$ cat config.mk
export PLATFORM = sky130hd
export DESIGN_NAME = orbit_camera_position_top
export DESIGN_NICKNAME = d
export VERILOG_FILES = /design/src/rtl/ocp_pkg.sv /design/src/rtl/ocp_mul.sv /design/src/rtl/ocp_cordic.sv /design/src/rtl/orbit_camera_position_top.sv
export SDC_FILE = /design/constraint.sdc
export NUM_CORES = 2
export LEC_CHECK = 0
export BUFFER_PORTS_ARGS = -buffer_cell sky130_fd_sc_hd__buf_4
export CAP_MARGIN = 20
export CORE_AREA = 8 8 323 325
export CTS_BUF_LIST = sky130_fd_sc_hd__clkbuf_16
export DETAILED_ROUTE_END_ITERATION = 8
export DIE_AREA = 0 0 331 333
export GPL_ROUTABILITY_DRIVEN = 0
export PLACE_DENSITY_LB_ADDON = 0.2
export SLEW_MARGIN = 20
export SYNTH_ARGS = -nofsm -noshare
export SYNTH_HDL_FRONTEND = slang
export SYNTH_HIERARCHICAL = 1
export SYNTH_SLANG_ARGS = --single-unit
$ cat constraint.sdc
create_clock -name i_clk -period 26 [get_ports i_clk]
set_input_delay 2.6 -clock i_clk [delete_from_list [all_inputs] [get_ports i_clk]]
set_output_delay 2.6 -clock i_clk [all_outputs]
set_load 0.02 [all_outputs]
$ cat src/rtl/ocp_pkg.sv
`default_nettype none
package ocp_pkg;

    localparam int CORDIC_STEPS = 16;
    localparam int MAX_STEPS    = 24;
    localparam int STEP_W       = $clog2(CORDIC_STEPS);

    // cordic datapath, Q2.30 with headroom
    localparam int XY_W = 34;
    localparam int Z_W  = 33;
    localparam logic signed [XY_W-1:0] CORDIC_GAIN_Q30 = 34'sd652032874;

    // shared multiplier operand and product widths
    localparam int MUL_A_W = 17;
    localparam int MUL_B_W = 28;
    localparam int PROD_W  = MUL_A_W + MUL_B_W;

    // configuration register indexes
    localparam int CFG_ADDR_W = 3;
    localparam logic [CFG_ADDR_W-1:0] REG_ORBIT_DISTANCE = 3'd0;
    localparam logic [CFG_ADDR_W-1:0] REG_TARGET_HEIGHT  = 3'd1;
    localparam logic [CFG_ADDR_W-1:0] REG_ANGLE_SPEED    = 3'd2;
    localparam logic [CFG_ADDR_W-1:0] REG_VERTICAL_MIN   = 3'd3;
    localparam logic [CFG_ADDR_W-1:0] REG_VERTICAL_MAX   = 3'd4;

    typedef struct packed {
        logic                    start;
        logic [15:0]             angle;
    } t_cordic_req;

    typedef struct packed {
        logic                    done;
        logic signed [15:0]      sin_q15;
        logic signed [15:0]      cos_q15;
    } t_cordic_rsp;

    // arctangent of 2^-i as a Q2.30 binary angle
    function automatic logic [31:0] atan_q30(input logic [4:0] idx);
        logic [31:0] r;
        case (idx)
            5'd0:  r = 32'h20000000;
            5'd1:  r = 32'h12E4051E;
            5'd2:  r = 32'h09FB385B;
            5'd3:  r = 32'h051111D4;
            5'd4:  r = 32'h028B0D43;
            5'd5:  r = 32'h0145D7E1;
            5'd6:  r = 32'h00A2F61E;
            5'd7:  r = 32'h00517C55;
            5'd8:  r = 32'h0028BE53;
            5'd9:  r = 32'h00145F2F;
            5'd10: r = 32'h000A2F98;
            5'd11: r = 32'h000517CC;
            5'd12: r = 32'h00028BE6;
            5'd13: r = 32'h000145F3;
            5'd14: r = 32'h0000A2F9;
            5'd15: r = 32'h0000517D;
            5'd16: r = 32'h000028BE;
            5'd17: r = 32'h0000145F;
            5'd18: r = 32'h00000A30;
            5'd19: r = 32'h00000518;
            5'd20: r = 32'h0000028C;
            5'd21: r = 32'h00000146;
            5'd22: r = 32'h000000A3;
            5'd23: r = 32'h00000051;
            default: r = 32'h00000000;
        endcase
        return r;
    endfunction

endpackage
`default_nettype wire

$ cat src/rtl/ocp_mul.sv
`default_nettype none
module ocp_mul (
    input  wire logic                                  i_clk,
    input  wire logic                                  i_en,
    input  wire logic signed [ocp_pkg::MUL_A_W-1:0]    i_a,
    input  wire logic signed [ocp_pkg::MUL_B_W-1:0]    i_b,
    output logic signed [ocp_pkg::PROD_W-1:0]          o_prod
);

    logic signed [ocp_pkg::PROD_W-1:0] r_prod;

    // product holds while not enabled
    always_ff @(posedge i_clk) begin
        if (i_en) begin
            r_prod <= ocp_pkg::PROD_W'(i_a) * ocp_pkg::PROD_W'(i_b);
        end
    end

    assign o_prod = r_prod;

endmodule
`default_nettype wire

$ cat src/rtl/ocp_cordic.sv
`default_nettype none
module ocp_cordic (
    input  wire logic                 i_clk,
    input  wire logic                 i_rst_n,
    input  wire ocp_pkg::t_cordic_req i_req,
    output ocp_pkg::t_cordic_rsp      o_rsp
);

    localparam int XY_W = ocp_pkg::XY_W;
    localparam int Z_W  = ocp_pkg::Z_W;

    logic signed [XY_W-1:0] r_x, r_y, n_x, n_y;
    logic signed [Z_W-1:0]  r_z, n_z;
    logic [ocp_pkg::STEP_W-1:0] r_iter;
    logic r_run, r_fin, r_done, r_flip;
    logic signed [15:0] r_sin, r_cos;

    logic signed [Z_W-1:0]  z_init, z_fold, atan_z;
    logic                   fold;
    logic signed [XY_W-1:0] x_sh, y_sh, x_fin, y_fin;

    function automatic logic signed [15:0] to_q15(input logic signed [XY_W-1:0] v);
        logic signed [XY_W-1:0] s;
        logic signed [18:0]     r;
        logic signed [15:0]     q;
        s = v + XY_W'(16384);
        r = 19'(s >>> 15);
        if (r > 19'sd32767) begin
            q = 16'sh7FFF;
        end else if (r < -19'sd32768) begin
            q = 16'sh8000;
        end else begin
            q = 16'(r);
        end
        return q;
    endfunction

    // fold the angle into [-90, 90] degrees, remembering the half turn
    always_comb begin
        z_init = Z_W'($signed({i_req.angle, 16'h0000}));
        fold   = 1'b0;
        z_fold = z_init;
        if (z_init > Z_W'(34'sh40000000)) begin
            z_fold = z_init - Z_W'(34'sh80000000);
            fold   = 1'b1;
        end else if (z_init < -Z_W'(34'sh40000000)) begin
            z_fold = z_init + Z_W'(34'sh80000000);
            fold   = 1'b1;
        end
    end

    always_comb begin
        x_sh   = r_x >>> r_iter;
        y_sh   = r_y >>> r_iter;
        atan_z = Z_W'(ocp_pkg::atan_q30(5'(r_iter)));
        if (!r_z[Z_W-1]) begin
            n_x = r_x - y_sh;
            n_y = r_y + x_sh;
            n_z = r_z - atan_z;
        end else begin
            n_x = r_x + y_sh;
            n_y = r_y - x_sh;
            n_z = r_z + atan_z;
        end
        x_fin = r_flip ? -r_x : r_x;
        y_fin = r_flip ? -r_y : r_y;
    end

    always_ff @(posedge i_clk) begin
        if (!i_rst_n) begin
            r_run  <= 1'b0;
            r_fin  <= 1'b0;
            r_done <= 1'b0;
            r_iter <= '0;
        end else begin
            r_done <= 1'b0;
            if (i_req.start && !r_run && !r_fin) begin
                r_run  <= 1'b1;
                r_iter <= '0;
            end else if (r_run) begin
                r_iter <= r_iter + 1'b1;
                if (r_iter == ocp_pkg::STEP_W'(ocp_pkg::CORDIC_STEPS - 1)) begin
                    r_run <= 1'b0;
                    r_fin <= 1'b1;
                end
            end else if (r_fin) begin
                r_fin  <= 1'b0;
                r_done <= 1'b1;
            end
        end
    end

    always_ff @(posedge i_clk) begin
        if (i_req.start && !r_run && !r_fin) begin
            r_x    <= ocp_pkg::CORDIC_GAIN_Q30;
            r_y    <= '0;
            r_z    <= z_fold;
            r_flip <= fold;
        end else if (r_run) begin
            r_x <= n_x;
            r_y <= n_y;
            r_z <= n_z;
        end
        if (r_fin) begin
            r_cos <= to_q15(x_fin);
            r_sin <= to_q15(y_fin);
        end
    end

    assign o_rsp.done    = r_done;
    assign o_rsp.sin_q15 = r_sin;
    assign o_rsp.cos_q15 = r_cos;

endmodule
`default_nettype wire

$ cat src/rtl/orbit_camera_position_top.sv
`default_nettype none
// Orbit camera: each input transfer carries a target position and the pointer offset from
// screen centre. The offset turns a stored horizontal angle (wrapping) and vertical angle
// (clamped to vertical_min/vertical_max), then the camera is placed on a sphere of radius
// orbit_distance around the target raised by target_height. Items are handled one at a
// time: a single shift-add CORDIC unit runs once for the vertical and once for the
// horizontal angle, and one 17x28 multiplier, one product per cycle while enabled, serves
// the angle steps and the four sphere products. The input is taken again as soon as the
// item is finished, even while the previous result still sits in the output register.
// Configuration writes are taken only while no item is in progress.
module orbit_camera_position_top (
    input  wire logic                             i_clk,
    input  wire logic                             i_rst_n,
    // configuration write channel
    input  wire logic                             i_cfg_valid,
    output logic                                  o_cfg_ready,
    input  wire logic [ocp_pkg::CFG_ADDR_W-1:0]   i_cfg_addr,
    input  wire logic [31:0]                      i_cfg_data,
    // input stream
    input  wire logic                             i_s_axis_tvalid,
    output logic                                  o_s_axis_tready,
    // target_x, target_y, target_z, pointer_dx, pointer_dy
    input  wire logic [119:0]                     i_s_axis_tdata,
    // output stream
    output logic                                  o_m_axis_tvalid,
    input  wire logic                             i_m_axis_tready,
    // camera_x, camera_y, camera_z, look_x, look_y, look_z
    output logic [191:0]                          o_m_axis_tdata
);

    localparam int MA = ocp_pkg::MUL_A_W;
    localparam int MB = ocp_pkg::MUL_B_W;
    localparam int PW = ocp_pkg::PROD_W;

    localparam logic [3:0] ST_IDLE   = 4'd0;
    localparam logic [3:0] ST_HSTEP  = 4'd1;
    localparam logic [3:0] ST_VSTEP  = 4'd2;
    localparam logic [3:0] ST_CLAMP  = 4'd3;
    localparam logic [3:0] ST_VSTART = 4'd4;
    localparam logic [3:0] ST_VWAIT  = 4'd5;
    localparam logic [3:0] ST_HSTART = 4'd6;
    localparam logic [3:0] ST_HWAIT  = 4'd7;
    localparam logic [3:0] ST_M_CVD  = 4'd8;
    localparam logic [3:0] ST_M_SV   = 4'd9;
    localparam logic [3:0] ST_M_SH   = 4'd10;
    localparam logic [3:0] ST_M_CH   = 4'd11;
    localparam logic [3:0] ST_FIN    = 4'd12;

    logic [3:0] r_state, n_state;

    // configuration
    logic [25:0]        r_dist;
    logic [31:0]        r_height;
    logic [15:0]        r_speed;
    logic signed [15:0] r_vmin, r_vmax;

    // item and angle state
    logic [31:0]        r_tx, r_ty, r_tz;
    logic signed [11:0] r_pdx, r_pdy;
    logic [15:0]        r_hang;
    logic signed [15:0] r_vang;
    logic signed [15:0] r_sv, r_cv, r_sh, r_ch;
    logic signed [MB-1:0] r_cvd;
    logic [31:0]        r_dx, r_dy;

    logic               r_out_valid;
    logic [191:0]       r_out_data;

    logic               in_xfer, cfg_xfer, out_free;
    logic               mul_en;
    logic signed [MA-1:0] mul_a;
    logic signed [MB-1:0] mul_b;
    logic signed [PW-1:0] prod;
    logic signed [MB-1:0] prod_q15;

    logic signed [20:0] vstep;
    logic signed [21:0] v_sum, v_clamp;

    logic [31:0]        look_y, dz;

    ocp_pkg::t_cordic_req cor_req;
    ocp_pkg::t_cordic_rsp cor_rsp;

    assign o_s_axis_tready = (r_state == ST_IDLE);
    assign o_cfg_ready     = (r_state == ST_IDLE);
    assign in_xfer         = i_s_axis_tvalid && o_s_axis_tready;
    assign cfg_xfer        = i_cfg_valid && o_cfg_ready;
    assign out_free        = !r_out_valid || i_m_axis_tready;

    always_ff @(posedge i_clk) begin
        if (!i_rst_n) begin
            r_dist   <= 26'd655360;
            r_height <= 32'd65536;
            r_speed  <= 16'd256;
            r_vmin   <= -16'sd8192;
            r_vmax   <= 16'sd8192;
        end else if (cfg_xfer) begin
            case (i_cfg_addr)
                ocp_pkg::REG_ORBIT_DISTANCE: r_dist   <= i_cfg_data[25:0];
                ocp_pkg::REG_TARGET_HEIGHT:  r_height <= i_cfg_data;
                ocp_pkg::REG_ANGLE_SPEED:    r_speed  <= i_cfg_data[15:0];
                ocp_pkg::REG_VERTICAL_MIN:   r_vmin   <= $signed(i_cfg_data[15:0]);
                ocp_pkg::REG_VERTICAL_MAX:   r_vmax   <= $signed(i_cfg_data[15:0]);
                default: ;
            endcase
        end
    end

    // shared multiplier operand select
    always_comb begin
        mul_en = 1'b0;
        mul_a  = '0;
        mul_b  = '0;
        case (r_state)
            ST_HSTEP: begin
                mul_en = 1'b1;
                mul_a  = MA'(r_pdx);
                mul_b  = MB'(r_speed);
            end
            ST_VSTEP: begin
                mul_en = 1'b1;
                mul_a  = MA'(r_pdy);
                mul_b  = MB'(r_speed);
            end
            ST_M_CVD: begin
                mul_en = 1'b1;
                mul_a  = MA'(r_cv);
                mul_b  = MB'(r_dist);
            end
            ST_M_SV: begin
                mul_en = 1'b1;
                mul_a  = MA'(r_sv);
                mul_b  = MB'(r_dist);
            end
            ST_M_SH: begin
                mul_en = 1'b1;
                mul_a  = MA'(r_sh);
                mul_b  = r_cvd;
            end
            ST_M_CH: begin
                mul_en = 1'b1;
                mul_a  = MA'(r_ch);
                mul_b  = r_cvd;
            end
            default: ;
        endcase
    end

    ocp_mul u_mul (
        .i_clk  (i_clk),
        .i_en   (mul_en),
        .i_a    (mul_a),
        .i_b    (mul_b),
        .o_prod (prod)
    );

    always_comb begin
        cor_req.start = (r_state == ST_VSTART) || (r_state == ST_HSTART);
        cor_req.angle = (r_state == ST_VSTART) ? r_vang : r_hang;
    end

    ocp_cordic u_cordic (
        .i_clk   (i_clk),
        .i_rst_n (i_rst_n),
        .i_req   (cor_req),
        .o_rsp   (cor_rsp)
    );

    // floor shifts of the product
    assign prod_q15 = prod[PW-3:15];
    assign vstep    = prod[28:8];

    // upper limit first, lower limit wins when the limits cross
    always_comb begin
        v_sum   = 22'(r_vang) + 22'(vstep);
        v_clamp = v_sum;
        if (v_clamp >= 22'(r_vmax)) begin
            v_clamp = 22'(r_vmax);
        end
        if (v_clamp <= 22'(r_vmin)) begin
            v_clamp = 22'(r_vmin);
        end
    end

    assign look_y = r_ty + r_height;
    assign dz     = -(32'(prod_q15));

    always_comb begin
        n_state = r_state;
        case (r_state)
            ST_IDLE:   if (in_xfer) n_state = ST_HSTEP;
            ST_HSTEP:  n_state = ST_VSTEP;
            ST_VSTEP:  n_state = ST_CLAMP;
            ST_CLAMP:  n_state = ST_VSTART;
            ST_VSTART: n_state = ST_VWAIT;
            ST_VWAIT:  if (cor_rsp.done) n_state = ST_HSTART;
            ST_HSTART: n_state = ST_HWAIT;
            ST_HWAIT:  if (cor_rsp.done) n_state = ST_M_CVD;
            ST_M_CVD:  n_state = ST_M_SV;
            ST_M_SV:   n_state = ST_M_SH;
            ST_M_SH:   n_state = ST_M_CH;
            ST_M_CH:   n_state = ST_FIN;
            ST_FIN:    if (out_free) n_state = ST_IDLE;
            default:   n_state = ST_IDLE;
        endcase
    end

    always_ff @(posedge i_clk) begin
        if (!i_rst_n) begin
            r_state     <= ST_IDLE;
            r_hang      <= '0;
            r_vang      <= '0;
            r_out_valid <= 1'b0;
        end else begin
            r_state <= n_state;
            if (r_state == ST_VSTEP) begin
                r_hang <= r_hang - prod[23:8];
            end
            if (r_state == ST_CLAMP) begin
                r_vang <= 16'(v_clamp);
            end
            if (r_state == ST_FIN && out_free) begin
                r_out_valid <= 1'b1;
            end else if (i_m_axis_tready) begin
                r_out_valid <= 1'b0;
            end
        end
    end

    always_ff @(posedge i_clk) begin
        if (in_xfer) begin
            r_tx  <= i_s_axis_tdata[31:0];
            r_ty  <= i_s_axis_tdata[63:32];
            r_tz  <= i_s_axis_tdata[95:64];
            r_pdx <= $signed(i_s_axis_tdata[107:96]);
            r_pdy <= $signed(i_s_axis_tdata[119:108]);
        end
        if (r_state == ST_VWAIT && cor_rsp.done) begin
            r_sv <= cor_rsp.sin_q15;
            r_cv <= cor_rsp.cos_q15;
        end
        if (r_state == ST_HWAIT && cor_rsp.done) begin
            r_sh <= cor_rsp.sin_q15;
            r_ch <= cor_rsp.cos_q15;
        end
        if (r_state == ST_M_SV) begin
            r_cvd <= prod_q15;
        end
        if (r_state == ST_M_SH) begin
            r_dy <= 32'(prod_q15);
        end
        if (r_state == ST_M_CH) begin
            r_dx <= 32'(prod_q15);
        end
        if (r_state == ST_FIN && out_free) begin
            r_out_data <= {r_tz, look_y, r_tx, r_tz + dz, look_y + r_dy, r_tx + r_dx};
        end
    end

    assign o_m_axis_tvalid = r_out_valid;
    assign o_m_axis_tdata  = r_out_data;

`ifndef SYNTHESIS
    a_accept_starts: assert property (@(posedge i_clk) disable iff (!i_rst_n)
        in_xfer |=> r_state == ST_HSTEP)
        else $error("input transfer did not start the sequence");

    a_cordic_done_waited: assert property (@(posedge i_clk) disable iff (!i_rst_n)
        cor_rsp.done |-> (r_state == ST_VWAIT || r_state == ST_HWAIT))
        else $error("cordic finished outside a wait state");

    a_vang_in_limits: assert property (@(posedge i_clk) disable iff (!i_rst_n)
        (r_state == ST_VSTART && r_vmin <= r_vmax) |-> (r_vang >= r_vmin && r_vang <= r_vmax))
        else $error("vertical angle outside limits after clamp");

    a_result_from_fin: assert property (@(posedge i_clk) disable iff (!i_rst_n)
        $rose(o_m_axis_tvalid) |-> $past(r_state) == ST_FIN)
        else $error("result raised outside the final step");
`endif

endmodule
`default_nettype wire

; Word level (Yosys, flattened, before mapping)
; Memory sizes are Yosys's and may differ from the RTL's. A register that Yosys moved wholly into a read port is not among the register bits.
; Index checks and enable logic that the tools add are counted.
[totals]
register_bits = 787
rom_bits = 480
out_inout_bits = 195
n_memories = 1
[mem_list]
columns = memory, words, width, read_ports, rd_ports_with_merged_regs, wr, line
row1 = (name not given), 16, 30, 1, 1, 0, ocp_pkg.sv:40  ; case (idx)
[classes]
add_sub_neg = 20
mul = 1
n_lt_le_gt_ge = 8
n_eq_ne = 22
n_shift = 2
mux = 33
bitwise = 2
reduce_logical = 29
[op_table]
columns = cell, count
row1 = $mux 33, 5
row2 = $mux 34, 4
row3 = $add 32x32->32, 4
row4 = $pmux 17 s6, 1
row5 = $pmux 28 s3, 1
row6 = $add 34x16->34 const B, 2
row7 = $add 34x34->34, 2
row8 = $neg 34->34, 2
row9 = $sshr 34x4->34, 2
row10 = $sub 34x34->34, 2
row11 = $mux 16, 4
row12 = $pmux 4 s13, 1
row13 = $mul 17x28->43, 1
row14 = $gt 19x16->1 const B, 2
row15 = $lt 19x16->1 const B, 2
row16 = $add 32x33->33 const B, 1
row17 = $add 33x33->33, 1
row18 = $sub 32x33->33 const B, 1
row19 = $sub 33x33->33, 1
row20 = $gt 32x32->1 const B, 1
row21 = $lt 32x31->1 const B, 1
row22 = $neg 28->32, 1
row23 = $eq 4x4->1 const B, 6
row24 = $mux 4, 6
row25 = 27 further kinds, 63

; Longest topological paths before layout
[depth]
word_depth = 6
mapped_depth = 32

; Cells and area by module
; Netlist, hierarchy kept.
[by_module_without_submodules]
columns = mod, n_inst, cells_each, area_per_inst_um2
row1 = orbit_camera_position_top, 1, 2491, 29391.9
row2 = ocp_cordic, 1, 2304, 18549.0
row3 = ocp_mul, 1, 1926, 18086.1

; Least setup slack after synthesis
; OpenSTA, ideal clock, no wires.
[synth_path]
path_kind = input port to flip-flop
from = in i_m_axis_tready
to = reg r_out_data[0], in the netlist o_m_axis_tdata[0] (enable)
arrival_time_ns = 16.550
required_ns = 24.982
path_slack_ns = 8.432
path_stages = 2
n_path_buf = 0
cell_sequence = nand2b_1 nor3b_1
[synth_between]
elab_chain_len = 2
[synth_lines]
columns = item, line
row1 = "start, declared", orbit_camera_position_top.sv:26  ; input wire logic i_m_axis_tready,
row2 = $logic_or 1x1->1, orbit_camera_position_top.sv:88  ; assign out_free = !r_out_valid || i_m_axis_tready;
row3 = $logic_and 1x1->1, orbit_camera_position_top.sv:255  ; if (r_state == ST_FIN && out_free) begin
row4 = "end signal, assigned", orbit_camera_position_top.sv:256  ; r_out_data <= {r_tz, look_y, r_tx, r_tz + dz, look_y + r_dy, r_tx + r_dx};
row5 = "end, declared", orbit_camera_position_top.sv:67  ; logic [191:0] r_out_data;
; Every way passes these cells.
; A chain may end at the register's enable or synchronous reset.

; Worst setup path after layout
[layout_path]
from = reg r_state[1]
to = reg u_mul.r_prod, in the netlist u_mul/o_prod[42] (data pin)
[layout_between]
word_cells_on_any_way = 12
cone_classes = 1 x mul / 6 x eq/ne / 2 x mux / 3 x reduce/logical
[layout_rtl]
columns = item, line
row1 = "start, declared", orbit_camera_position_top.sv:49  ; logic [3:0] r_state, n_state;
row2 = "start signal, assigned", orbit_camera_position_top.sv:215  ; r_state <= n_state;
row3 = $eq 4x4->1 (tied with other cells), orbit_camera_position_top.sv:114  ; case (r_state)
row4 = $pmux 17 s6 (*), orbit_camera_position_top.sv:114
row5 = named net mul_a[15], orbit_camera_position_top.sv:71  ; logic signed [MA-1:0] mul_a;
row6 = $mul 17x28->43 (*), ocp_mul.sv:15  ; r_prod <= ocp_pkg::PROD_W'(i_a) * ocp_pkg::PROD_W'(i_b);
row7 = "end signal, assigned", ocp_mul.sv:15
row8 = "end, declared", ocp_mul.sv:10  ; logic signed [ocp_pkg::PROD_W-1:0] r_prod;
; Mark *: on every way through the listed nets, which the timed path passes. The rest lies on a longest branch.

==> flow_summary.json <==
{
  "fin_crit_sh": 0.3770,
  "track_usage": 0.3335,
  "viasPerCell": 6.306,
  "fin_area_mm2": 0.07207,
  "path_clk_slew_ns": 0.07,
  "grt_first_pass_wirelength_um": 289900,
  "cts_setup_buffers": 0,
  "htreeDepth": 3,
  "ctsResizeCount": 0,
  "timing.final.hold_violations": 0,
  "clk-insertion-delay-late_ns": 0.70,
  "syn-mean-instance-area_um2": 9.812,
  "synthCells": 6656,
  "p_seq_frac": 0.345,
  "maxSlewHeadroom": 0.2552,
  "dr.pass1.iters": 8,
  "crit_required_ns": 26.46,
  "internal-power_w": 0.003060,
  "finalNonFillerCells": 8254,
  "grt_pass1_vias": 51930,
  "cp_data_arrival_time_ns": 10.27,
  "die_x_um": 331,
  "cts_buffer_depth": 3,
  "area_delta_synth_final_pct": 10.35,
  "drt-total-wl_um": 187500,
  "grt_max_degree": 171,
  "num_rows": 116,
  "cts_hold_buf": 0,
  "numCtsBuffers": 88,
  "wl_per_cell_um": 22.72,
  "power_density_mw_per_mm2": 69.11,
  "hpwl_um": 140800,
  "cts-root-buf": "clkbuf_16",
  "combinationalPowerShare": 0.402,
  "worst-setup-path-type": "reg2reg",
  "start_util": 0.6578,
  "drc": 0,
  "tightestPinTransition_ns": 1.117,
  "die-area_mm2": 0.1102,
  "nets": 7920,
  "antenna_found_initial": 7,
  "setup-tns-final_ns": 0,
  "core_mm2": 0.09928,
  "grt_overflow": 0,
  "fp.dieH_um": 333,
  "cp-start-kind": "flop",
  "netlist_area_mm2": 0.06531,
  "ioPinCount": 355,
  "place_area_mm2": 0.06912,
  "io_buffers": 354,
  "timing.fmax_mhz": 102.0,
  "cts.sinks": 809,
  "synth_fp_nets": 7700,
  "vias": 52050,
  "critPathMaxFanout": 39,
  "drv_cap": 0,
  "drtAntennaViolNets": 0,
  "p_total_w": 0.004980,
  "min-delay-path-class": "reg2reg",
  "p_sw_frac": 0.3857,
  "drive_gt1_frac": 0.1103,
  "fin_skew_ns": 0.06813,
  "setup_viol": 0,
  "netSwitchingPower_w": 0.001921,
  "setup.worst_path.end_class": "flop",
  "dp.cells": 8083,
  "ir_worst_vdd_mv": 0.08610,
  "cts_tree": "built",
  "min_period_ns": 9.802,
  "leakage_nw": 31.32,
  "status": "finished, final reports clean",
  "clkPwrFrac": 0.253,
  "ys_warn_count": 6,
  "slew_viol_final": 0,
  "drt_iter0_drc": 5145,
  "rsz0062_at_grt": "no"
}
-- critical path, stage by stage, from the launching register on --
cell	delay, ns
dfxtp_2	0.64
buf_4	0.57
nor2b_1	0.67
a21oi_1	0.16
nor3_1	0.44
a21oi_1	0.14
o21ai_2	0.08
buf_4	0.37
inv_1	0.57
nor2_1	0.33
fa_1	0.45
fa_1	0.51
fa_1	0.54
fa_1	0.53
fa_1	0.55
inv_1	0.05
fa_1	0.53
inv_1	0.04
ha_1	0.36
a21oi_2	0.20
and2b_1	0.21
o221ai_2	0.17
a32o_1	0.29
nor3_2	0.36
a311oi_1	0.21
or4_1	0.50
o311ai_1	0.10
-- flip-flops by register name, summed over array words and instances, names as in the netlist, 30 cells and up --
| signal | cells |
|---|---|
| r_tz | 32 |
| r_tx | 32 |
| u_cordic/r_x | 34 |
| u_cordic/atan_z | 30 |
| u_cordic/r_y | 34 |
| r_ty | 32 |
| u_cordic/r_z | 33 |
| r_height | 32 |
| o_m_axis_tdata | 192 |
| u_mul/o_prod | 35 |
-- power groups by stage --
stage          clock network, W  registers (W)  logic [W]
3_3_place_gp                  0        0.00173    0.00189
6_report                0.00126        0.00172    0.00200
2_1_floorplan                 0        0.00159    0.00159
5_1_grt                 0.00132        0.00172    0.00221
3_5_place_dp                  0        0.00173    0.00195
4_1_cts                 0.00128        0.00171    0.00197
-- placed cells by master (no fill, tap or decap), types with 20 or more instances in the layout --
cell         n
a31oi_1     43
a21boi_0    93
ha_1       420
nand2_1    806
o221ai_1    25
mux4_2      34
nor2b_1     61
xor2_1     166
and3_1      50
o21a_1      54
or3_1       30
mux4_1      20
o211ai_1    32
nand2b_1    54
dfxtp_1    243
a22oi_1     35
or2_2       25
nand3_1     80
nand4_1     36
xnor2_1    231
o21bai_1    28
o21ai_0    249
edfxtp_1   561
mux2_2      67
clkbuf_16   90
a211oi_1    39
nor4_1      20
fa_1       464
mux2i_1    137
buf_4      425
o22ai_1     28
and2_1     251
nor3_1      84
nor2_1     364
o31ai_1     26
a21oi_1    371
inv_1      702
a21o_1     139
clkinv_1    24
-- layer usage --
layer	wire length (µm)	vias up	GRT usage	share of wire
met5	0	-	0	0
met4	11440	0	0.1775	0.061
met3	17070	628	0.06207	0.091
met2	88900	2680	0.5506	0.47
met1	70100	25280	0.4152	0.37
li1	-	23470	-	-
-- cell type report --
class | instances | area (µm²)
multi-input cells | 4862 | 39890
inverters | 688 | 2582
diodes | 5 | 12.51
clock inverters | 75 | 651.9
well taps | 1298 | 1624
flip-flops and latches | 809 | 21820
fillers | 7182 | 27210
clock buffers | 90 | 2252
repair buffers | 427 | 3231
-- stage by stage --
step	util	setup slack, ns	hold WS (ns)
2_1_floorplan	-	8.432	0.4215
3_3_place_gp	0.6962	16.68	0.4232
3_5_place_dp	0.6962	16.32	0.4313
4_1_cts	0.7255	16.28	0.4406
5_1_grt	0.7258	15.71	0.4521
6_report	0.7259	16.20	0.4398
-- final timing paths --
kind	start	to	slack [ns]	depth (start not counted)
max	r_state[1]$_SDFFE_PN0P_	u_mul/o_prod[42]$_DFFE_PP_	16.20	26
min	u_cordic/r_cos[5]$_SDFFCE_PN1P_	r_ch[5]$_DFFE_PP_	0.44	0
max reg2reg	r_state[1]$_SDFFE_PN0P_	u_mul/o_prod[42]$_DFFE_PP_	16.20	26
min reg2reg	u_cordic/r_cos[5]$_SDFFCE_PN1P_	r_ch[5]$_DFFE_PP_	0.44	0
No activity file was read; power rests on OpenSTA's default activity.
